==> src/sv/base32_stream_codec_defines.svh <==
// assertion macros shared by the base32 stream codec rtl
`ifndef BASE32_STREAM_CODEC_DEFINES_SVH
`define BASE32_STREAM_CODEC_DEFINES_SVH

// condition must hold at every clock edge out of reset
`define BC32_ALWAYS(name, clk, rst, cond, msg) \
   name: assert property (@(posedge clk) disable iff (rst) (cond)) else $error(msg);

// consequent must hold in the same cycle as the antecedent
`define BC32_IMPLY(name, clk, rst, ante, cons, msg) \
   name: assert property (@(posedge clk) disable iff (rst) (ante) |-> (cons)) else $error(msg);

// consequent must hold in the cycle after the antecedent
`define BC32_NEXT(name, clk, rst, ante, cons, msg) \
   name: assert property (@(posedge clk) disable iff (rst) (ante) |=> (cons)) else $error(msg);

`endif

==> src/sv/bc32_pkg.sv <==
// types and constants shared by the base32 stream codec
`default_nettype none
package bc32_pkg;

   localparam int StoreW = 12;
   localparam int HeldW  = 4;
   localparam int MaxResults = 3;

   // register indexes of the configuration port
   localparam logic [2:0] CSR_MODE   = 3'd0;
   localparam logic [2:0] CSR_TABLE0 = 3'd1;
   localparam logic [2:0] CSR_TABLE1 = 3'd2;
   localparam logic [2:0] CSR_TABLE2 = 3'd3;
   localparam logic [2:0] CSR_TABLE3 = 3'd4;

   localparam logic MODE_ENCODE = 1'b0;
   localparam logic MODE_DECODE = 1'b1;

   typedef struct packed {
      logic [7:0] data_in;
      logic       last_in;
   } req_type;

   typedef struct packed {
      logic [7:0] out_value;
      logic       out_valid;
      logic       bad_symbol;
      logic       last_out;
   } rsp_type;

   // four words of eight one-byte symbols
   typedef logic [3:0][7:0][7:0] alphabet_type;

   // one accepted item worth of results, oldest in slot 0
   typedef struct packed {
      logic [1:0]                     count;
      rsp_type [MaxResults-1:0]       results;
   } job_type;

   function automatic logic [7:0] symbol_at(input alphabet_type alpha, input logic [4:0] idx);
      symbol_at = alpha[idx[4:3]][idx[2:0]];
   endfunction

endpackage
`default_nettype wire

==> src/sv/bc32_fifo.sv <==
// small register queue between the codec front and back
`default_nettype none
`include "base32_stream_codec_defines.svh"
module bc32_fifo #(
   parameter int DEPTH = 2,
   parameter int WIDTH = 8
) (
   input  logic             clock,
   input  logic             reset,
   input  logic             push_valid,
   input  logic [WIDTH-1:0] push_data,
   output logic             is_full,
   input  logic             pop_valid,
   output logic [WIDTH-1:0] pop_data,
   output logic             is_empty
);
   localparam int PW = (DEPTH > 1) ? $clog2(DEPTH) : 1;
   localparam int CW = $clog2(DEPTH + 1);

   logic [WIDTH-1:0] mem_ff [DEPTH];
   logic [PW-1:0]    wr_ptr_ff, wr_ptr_in;
   logic [PW-1:0]    rd_ptr_ff, rd_ptr_in;
   logic [CW-1:0]    count_ff, count_in;
   logic             do_push, do_pop;

   assign is_full  = (count_ff == CW'(DEPTH));
   assign is_empty = (count_ff == '0);
   assign do_push  = push_valid && !is_full;
   assign do_pop   = pop_valid && !is_empty;
   assign pop_data = mem_ff[rd_ptr_ff];

   always_comb begin
      wr_ptr_in = wr_ptr_ff;
      rd_ptr_in = rd_ptr_ff;
      count_in  = count_ff;
      if (do_push) begin
         wr_ptr_in = (wr_ptr_ff == PW'(DEPTH - 1)) ? '0 : wr_ptr_ff + 1'b1;
      end
      if (do_pop) begin
         rd_ptr_in = (rd_ptr_ff == PW'(DEPTH - 1)) ? '0 : rd_ptr_ff + 1'b1;
      end
      if (do_push && !do_pop) begin
         count_in = count_ff + 1'b1;
      end else if (do_pop && !do_push) begin
         count_in = count_ff - 1'b1;
      end
   end

   always_ff @(posedge clock) begin
      if (reset) begin
         wr_ptr_ff <= '0;
         rd_ptr_ff <= '0;
         count_ff  <= '0;
      end else begin
         wr_ptr_ff <= wr_ptr_in;
         rd_ptr_ff <= rd_ptr_in;
         count_ff  <= count_in;
      end
   end

   always_ff @(posedge clock) begin
      if (do_push) begin
         mem_ff[wr_ptr_ff] <= push_data;
      end
   end

   `BC32_ALWAYS(a_fifo_count, clock, reset, count_ff <= CW'(DEPTH), "fifo count beyond depth")

endmodule
`default_nettype wire

==> src/sv/bc32_front.sv <==
// codec front: configuration registers, bit store and result generation per item
`default_nettype none
`include "base32_stream_codec_defines.svh"
module bc32_front
   import bc32_pkg::*;
(
   input  logic        clock,
   input  logic        reset,
   input  logic        csr_write,
   input  logic [2:0]  csr_index,
   input  logic [63:0] csr_data,
   input  logic        item_accept,
   input  req_type     item,
   output logic        job_push,
   output job_type     job
);
   logic                mode_ff;
   alphabet_type        alpha_ff;
   logic [StoreW-1:0]   bit_store_ff, bit_store_in;
   logic [HeldW-1:0]    bits_held_ff, bits_held_in;
   logic                discarding_ff, discarding_in;

   logic [StoreW-1:0]   enc_store, enc_sh0, enc_sh1, enc_shf;
   logic [HeldW-1:0]    enc_held, held1, held2;
   logic [StoreW-1:0]   dec_store, dec_sh;
   logic [HeldW-1:0]    dec_held, dec_rem;
   logic [4:0]          found_idx;
   logic                found;
   logic [1:0]          n;

   // reverse lookup, highest matching index wins
   always_comb begin
      found     = 1'b0;
      found_idx = '0;
      for (int i = 0; i < 32; i++) begin
         if (symbol_at(alpha_ff, 5'(i)) == item.data_in) begin
            found     = 1'b1;
            found_idx = 5'(i);
         end
      end
   end

   assign enc_store = {bit_store_ff[3:0], item.data_in};
   assign enc_held  = bits_held_ff + 4'd8;
   assign held1     = enc_held - 4'd5;
   assign held2     = (held1 >= 4'd5) ? held1 - 4'd5 : held1;
   assign enc_sh0   = enc_store >> held1;
   assign enc_sh1   = enc_store >> held2;
   assign enc_shf   = enc_store << (4'd5 - held2);

   assign dec_store = {bit_store_ff[6:0], found_idx};
   assign dec_held  = bits_held_ff + 4'd5;
   assign dec_rem   = dec_held - 4'd8;
   assign dec_sh    = dec_store >> dec_rem;

   always_comb begin
      bit_store_in  = bit_store_ff;
      bits_held_in  = bits_held_ff;
      discarding_in = discarding_ff;
      job           = '0;
      n             = '0;
      if (item_accept) begin
         if (mode_ff == MODE_ENCODE) begin
            job.results[0] = '{out_value: symbol_at(alpha_ff, enc_sh0[4:0]),
                               out_valid: 1'b1, bad_symbol: 1'b0, last_out: 1'b0};
            n = 2'd1;
            if (held1 >= 4'd5) begin
               job.results[1] = '{out_value: symbol_at(alpha_ff, enc_sh1[4:0]),
                                  out_valid: 1'b1, bad_symbol: 1'b0, last_out: 1'b0};
               n = 2'd2;
            end
            bit_store_in = enc_store;
            bits_held_in = held2;
            if (item.last_in) begin
               // zero-filled flush symbol
               if (held2 != '0) begin
                  job.results[n] = '{out_value: symbol_at(alpha_ff, enc_shf[4:0]),
                                     out_valid: 1'b1, bad_symbol: 1'b0, last_out: 1'b0};
                  n = n + 2'd1;
               end
               job.results[n - 2'd1].last_out = 1'b1;
               bit_store_in  = '0;
               bits_held_in  = '0;
               discarding_in = 1'b0;
            end
         end else if (discarding_ff) begin
            if (item.last_in) begin
               job.results[0].last_out = 1'b1;
               n             = 2'd1;
               discarding_in = 1'b0;
            end
         end else if (!found) begin
            job.results[0].bad_symbol = 1'b1;
            job.results[0].last_out   = item.last_in;
            n             = 2'd1;
            bit_store_in  = '0;
            bits_held_in  = '0;
            discarding_in = !item.last_in;
         end else begin
            bit_store_in = dec_store;
            bits_held_in = dec_held;
            if (dec_held >= 4'd8) begin
               job.results[0] = '{out_value: dec_sh[7:0], out_valid: 1'b1,
                                  bad_symbol: 1'b0, last_out: item.last_in};
               n            = 2'd1;
               bits_held_in = dec_rem;
            end
            if (item.last_in) begin
               // bare end marker when nothing else closes the message
               if (n == '0) begin
                  job.results[0].last_out = 1'b1;
                  n = 2'd1;
               end
               bit_store_in = '0;
               bits_held_in = '0;
            end
         end
      end
      job.count = n;
   end

   assign job_push = item_accept && (n != '0);

   always_ff @(posedge clock) begin
      if (reset) begin
         mode_ff  <= MODE_ENCODE;
         alpha_ff <= '0;
      end else if (csr_write) begin
         case (csr_index)
            CSR_MODE:   mode_ff     <= csr_data[0];
            CSR_TABLE0: alpha_ff[0] <= csr_data;
            CSR_TABLE1: alpha_ff[1] <= csr_data;
            CSR_TABLE2: alpha_ff[2] <= csr_data;
            CSR_TABLE3: alpha_ff[3] <= csr_data;
            default: ;
         endcase
      end
   end

   always_ff @(posedge clock) begin
      if (reset) begin
         bit_store_ff  <= '0;
         bits_held_ff  <= '0;
         discarding_ff <= 1'b0;
      end else if (csr_write && (csr_index == CSR_MODE)) begin
         bit_store_ff  <= '0;
         bits_held_ff  <= '0;
         discarding_ff <= 1'b0;
      end else begin
         bit_store_ff  <= bit_store_in;
         bits_held_ff  <= bits_held_in;
         discarding_ff <= discarding_in;
      end
   end

   `BC32_IMPLY(a_enc_held, clock, reset, mode_ff == MODE_ENCODE, bits_held_ff <= 4'd4, "encode holds too many bits")
   `BC32_IMPLY(a_discard_clear, clock, reset, discarding_ff, bits_held_ff == '0 && bit_store_ff == '0, "bit store not cleared while discarding")

endmodule
`default_nettype wire

==> src/sv/bc32_back.sv <==
// codec back: unpacks queued jobs into single results behind an output register
`default_nettype none
`include "base32_stream_codec_defines.svh"
module bc32_back
   import bc32_pkg::*;
(
   input  logic    clock,
   input  logic    reset,
   input  logic    job_empty,
   input  job_type job,
   output logic    job_pop,
   output logic    rsp_empty,
   input  logic    rsp_pop,
   output rsp_type rsp
);
   logic       rsp_valid_ff, rsp_valid_in;
   rsp_type    rsp_ff;
   logic [1:0] idx_ff, idx_in;
   logic       load;
   logic [1:0] idx_next;

   assign load      = !job_empty && (!rsp_valid_ff || rsp_pop);
   assign idx_next  = idx_ff + 2'd1;
   assign job_pop   = load && (idx_next == job.count);
   assign rsp_empty = !rsp_valid_ff;
   assign rsp       = rsp_ff;

   always_comb begin
      rsp_valid_in = rsp_valid_ff;
      idx_in       = idx_ff;
      if (load) begin
         rsp_valid_in = 1'b1;
         idx_in       = job_pop ? 2'd0 : idx_next;
      end else if (rsp_pop) begin
         rsp_valid_in = 1'b0;
      end
   end

   always_ff @(posedge clock) begin
      if (reset) begin
         rsp_valid_ff <= 1'b0;
         idx_ff       <= '0;
      end else begin
         rsp_valid_ff <= rsp_valid_in;
         idx_ff       <= idx_in;
      end
   end

   always_ff @(posedge clock) begin
      if (load) begin
         rsp_ff <= job.results[idx_ff];
      end
   end

   `BC32_IMPLY(a_rsp_clean, clock, reset, rsp_valid_ff && !rsp_ff.out_valid, rsp_ff.out_value == 8'd0, "value set without valid")
   `BC32_IMPLY(a_idx_range, clock, reset, !job_empty, idx_ff < job.count, "result slot beyond job count")

endmodule
`default_nettype wire

==> src/sv/base32_stream_codec.sv <==
// the first result of an item is registered in the job queue, then in the back's output
// register, which drives rsp_data
// throughput: one item per cycle while the job queue has room, one result per cycle out of
// the back while popped; an item gives 0 to 3 results, about 1.6 in a long encode message
// reset: synchronous active-high, clears mode to encode, the alphabet, bit store and queues
`default_nettype none
`include "base32_stream_codec_defines.svh"
module base32_stream_codec
   import bc32_pkg::*;
#(
   parameter int JOB_DEPTH = 2
) (
   input  logic        clock,
   input  logic        reset,
   // input queue side
   input  logic        push,
   output logic        full,
   input  req_type     req_data,
   // result queue side
   output logic        empty,
   input  logic        pop,
   output rsp_type     rsp_data,
   // configuration write channel
   input  logic        valid,
   output logic        ready,
   input  logic [2:0]  csr_index,
   input  logic [63:0] csr_data
);
   // front to queue
   logic    item_accept;
   logic    job_push;
   job_type job_in;
   // queue to back
   logic    job_full;
   logic    job_empty;
   logic    job_pop;
   job_type job_out;
   // mode register write offered this cycle
   logic    mode_wr;

   // user must issue writes only while idle (not enforced by the block); channel never stalls
   assign ready = 1'b1;

   // a transaction is taken whenever the job queue has room
   assign full        = job_full;
   assign item_accept = push && !job_full;

   assign mode_wr = valid && (csr_index == CSR_MODE);

   // front: classifies each item and produces its results in one pass
   bc32_front u_front (
      .clock       (clock),
      .reset       (reset),
      .csr_write   (valid && ready),
      .csr_index   (csr_index),
      .csr_data    (csr_data),
      .item_accept (item_accept),
      .item        (req_data),
      .job_push    (job_push),
      .job         (job_in)
   );

   // decoupling queue, lets the front keep accepting while results drain
   bc32_fifo #(
      .DEPTH (JOB_DEPTH),
      .WIDTH ($bits(job_type))
   ) u_job_fifo (
      .clock      (clock),
      .reset      (reset),
      .push_valid (job_push),
      .push_data  (job_in),
      .is_full    (job_full),
      .pop_valid  (job_pop),
      .pop_data   (job_out),
      .is_empty   (job_empty)
   );

   // back: hands out one result per transaction through its output register
   bc32_back u_back (
      .clock     (clock),
      .reset     (reset),
      .job_empty (job_empty),
      .job       (job_out),
      .job_pop   (job_pop),
      .rsp_empty (empty),
      .rsp_pop   (pop),
      .rsp       (rsp_data)
   );

   // no item may be taken in the cycle a mode write lands
   `BC32_IMPLY(a_cfg_idle, clock, reset, mode_wr, !item_accept, "item taken during mode write")

endmodule
`default_nettype wire
==> config.mk <==
export PLATFORM = sky130hd
export DESIGN_NAME = base32_stream_codec
export DESIGN_NICKNAME = d
export VERILOG_FILES = /design/src/sv/bc32_pkg.sv /design/src/sv/bc32_fifo.sv /design/src/sv/bc32_front.sv /design/src/sv/bc32_back.sv /design/src/sv/base32_stream_codec.sv
export VERILOG_INCLUDE_DIRS = /design/src /design/src/sv
export SDC_FILE = /design/constraint.sdc
export NUM_CORES = 2
export LEC_CHECK = 0
export BUFFER_PORTS_ARGS = -buffer_cell sky130_fd_sc_hd__buf_2
export CAP_MARGIN = 10
export CORE_MARGIN = 2
export CORE_UTILIZATION = 53
export DETAILED_ROUTE_END_ITERATION = 10
export PLACE_DENSITY = 0.68
export SYNTH_ARGS = -nofsm -noshare
export SYNTH_HDL_FRONTEND = slang
export SYNTH_SLANG_ARGS = --single-unit
==> constraint.sdc <==
create_clock -name clock -period 8.36 [get_ports clock]
set_clock_uncertainty 0.1 [all_clocks]
set_input_delay 0.836 -clock clock [delete_from_list [all_inputs] [get_ports clock]]
set_output_delay 0.836 -clock clock [all_outputs]
set_load 0.01 [all_outputs]
==> out/metrics.yaml <==
clock_network:
  cts_hold_buf: 0
  clk_path_buf_depth: 3
  clkTransAtPathRegs_ns: 0.06
  insertion_delay_ns: 0.60
  cts_buffers: 39
  post_cts_buffers: 0
  htreeDepth: 2
  cts-root-buf: "clkbuf_16"
  cts_sinks: 350
  cts_tree: "done"
  cts_resized: 0
setup_path:
  reg2reg_slack_ns: 1.62
  critPathTopFamily: "simple AND/OR/NAND/NOR gates"
  cp-start-kind: "flop"
  cp.depth: 20
  critPathKind: "flop to flop"
  worstPathRequired_ns: 8.58
  r2r-end: "u_job_fifo.mem_ff[0][14]$_DFFE_PP_"
  critPathLaunch: "u_front.bits_held_ff[0]$_SDFFE_PP0P_"
  rr_worst_depth: 20
  cp_num_buf_inv: 5
  max_stage_delay_ns: 1.07
  endpoint: "u_job_fifo.mem_ff[0][14]$_DFFE_PP_"
  worstSetupEndpointType: "flop"
  r2r_start: "u_front.bits_held_ff[0]$_SDFFE_PP0P_"
  crit_fanout: 29
  arrival_ns: 6.96
  crit_chain: "clkinv_1 > buf_4 > ha_2 > inv_1 > nand2_1 > o2111ai_4 > inv_1 > ha_1 > nand2b_1 > a41oi_1 > mux2i_1 > nand2_1 > nand3_1 > nor2_2 > buf_4 > a31oi_1 > nor4b_1 > a21o_1 > o31ai_1 > o211ai_1"
  slowest_stage: "nor2_2"
sta:
  period_minus_slack_ns: 6.74
  rsz0062_at_grt: "false"
  drv_slew: 0
  fmax_mhz: 148
  tightest_slew_ns: 1.27
  setup-tns-final_ns: 0
  setup_viol: 0
  finalHoldViolCount: 0
  fin_crit_sh: 0.806
  max_slew_margin: 0.146
  fin_ws_ns: 1.62
global_route:
  grt_max_degree: 105
  antenna_found_initial: 3
  grt_pass1_vias: 24600
  grt_first_pass_wirelength_um: 166000
  overflow: 0
  grtUsageTotal: 0.447
pwr:
  powerDensity_nw_per_um2: 280
  swShare: 0.451
  power_uw: 7710
  leakage_uw: 0.00982
  peakVddDrop_uv: 171
  clkPwrFrac: 0.249
  power.switching_uw: 3470
  comb_power_share: 0.481
  intPower_uw: 4230
  seq_power_share: 0.270
yosys:
  synth_ff_type: "dfxtp_1"
  yosysWarnings: 0
  synth_area_um2: 25700
  yosysSeqAreaShare: 0.301
  synth-edff-count: 73
  synth_top_cell_area_share: 0.216
  yosys.area.top_type: "dfxtp_1"
  syn_avg_cell_area_um2: 7.83
  ys_ff_latch: 350
  async_flop_share: 0
  synth.distinct_cells: 93
  synthesis.nets: 3376
  netlist_instances: 3286
  synth_top_cells_by_area: "dfxtp_1, nand2_1, mux2i_1"
floorplanning:
  die_h_um: 224
  die_x_um: 224
  initial_utilization: 0.538
  rows: 80
  core_area_um2: 47800
  pin_count: 95
  die-area_um2: 50300
route:
  drc_errors: 0
  routed_wirelength_um: 115000
  wire_per_inst_um: 30.0
  drtAntennaViolNets: 0
  drt-pass1-iter-count: 6
  vias: 26500
  drtIter0Drc: 3607
  vias_per_cell: 6.90
finish:
  area_growth_pct: 7.20
  stdcell_count: 3838
  insertedDiodeCount: 0
  final_util: 0.576
  nNetsFinal: 3282
  layout-drive-gt1-share: 0.103
flow_run:
  drv_cap: 0
place:
  dp_hpwl_um: 81300
  placed_cells: 3766
  pre_cts_slack_ns: 1.86
  gp_congestion: 1.04
  port_buffers: 93
min_path:
  holdPathStages: 2
  min_path_type: "flop to flop"
  holdCritStartpoint: "u_back.rsp_valid_ff$_SDFFE_PP0P_"
status:
  outcome: "finished, final reports clean"
## cell families (layout without fill, tap and decap cells)
| group | after synthesis | in the layout | synth area share |
|---|---|---|---|
| compound gates | 735 | 735 | 0.185 |
| xor+xnor | 271 | 271 | 0.0952 |
| fa+ha+maj | 9 | 9 | 0.00438 |
| buf+inv | 316 | 253 | 0.0591 |
| flops | 350 | 350 | 0.301 |
| mux | 310 | 310 | 0.136 |
| other cells | 1 | 1 | 0.000146 |
| simple gates | 1294 | 1294 | 0.219 |
## synthesized netlist by cell type (20+ instances only)
library cell and n:
o211ai_1 26, nand2_1 839, a21oi_1 312, a211oi_1 53, xor2_1 93, nor3_1 23
nand3_1 96, nor4_1 30, and3_1 44, mux4_2 31, clkbuf_1 133, edfxtp_1 73
dfxtp_1 277, and2_1 23, nand4_1 55, o22ai_1 28, buf_2 93, nor2_1 110
mux2i_1 264, buf_4 34, a311oi_1 20, inv_1 28, a31oi_1 59, xnor2_1 174
o21ai_0 76, o221ai_1 22
## tightest hold or removal path, delay by kind of cell (launching register included)
kind | cells | cell delay, ns
AO/OA/AOI/OAI | 1 | 0.06
AND/OR/NAND/NOR | 1 | 0.08
flip-flops | 1 | 0.31
## registers in the layout, summed over array words and instances (netlist names), named ones only
register,flops
u_front.alpha_ff,256
u_job_fifo.mem_ff,62
u_back.rsp,11
u_front.bit_store_ff,7
u_front.bits_held_ff,4
u_back.idx_ff,2
u_job_fifo.count_ff,2
u_back.rsp_valid_ff,1
u_front.discarding_ff,1
u_front.mode_ff,1
u_job_fifo.rd_ptr_ff,1
u_job_fifo.wr_ptr_ff,1
## per-stage QoR
step                      hold WS [ns]  cell area (um^2)
after global placement           0.384             26100
after CTS                        0.399             27600
final                            0.400             27600
after floorplan                  0.363             25700
after global routing             0.411             27600
after detailed placement         0.382             26100
## how the worst min path moves through the flow
stage                                                     to
final                       u_back.rsp_valid_ff$_SDFFE_PP0P_
after global routing      u_front.alpha_ff[233]$_SDFFE_PP0P_
after CTS                   u_back.rsp_valid_ff$_SDFFE_PP0P_
after detailed placement    u_back.rsp_valid_ff$_SDFFE_PP0P_
after global placement      u_back.rsp_valid_ff$_SDFFE_PP0P_
after floorplan             u_back.rsp_valid_ff$_SDFFE_PP0P_
## routing by layer
layer / track usage / vias up / part of all wire
met1: 0.584 / 12900 / 0.39
met5: 0 / - / 0.000078
met2: 0.687 / 1710 / 0.44
li1: - / 11500 / -
met3: 0.112 / 413 / 0.12
met4: 0.226 / 2 / 0.058
## cell usage in the layout, fill, tap and decap left out, types with 41 or more instances in the layout
cell type and count:
dfxtp_1 276, a21oi_1 312, xnor2_1 172, nor2_1 109, and3_1 42, mux2i_1 264
a31oi_1 58, edfxtp_1 73, buf_4 55, nand4_1 55, xor2_1 93, buf_2 92
nand3_1 94, a211oi_1 53, o21ai_0 75, clkbuf_16 41, nand2_1 837
## layout make-up
cell class	count	area, um^2
clock buffers	47	1100
clock inverters	25	328
fillers	4426	20300
inverters	31	116
multi-input cells	2620	16600
flip-flops and latches	350	7740
well taps	615	769
repair buffers	150	927
## power groups by stage
stage	Sequential, uW	Clock [uW]	Combinational (uW)
CTS	2070	1920	3560
global placement	2100	0	3500
finish	2080	1920	3700
floorplan	2040	0	2490
global route	2090	1980	3840
detailed placement	2110	0	3550
Power figures use the tool's default switching activity.
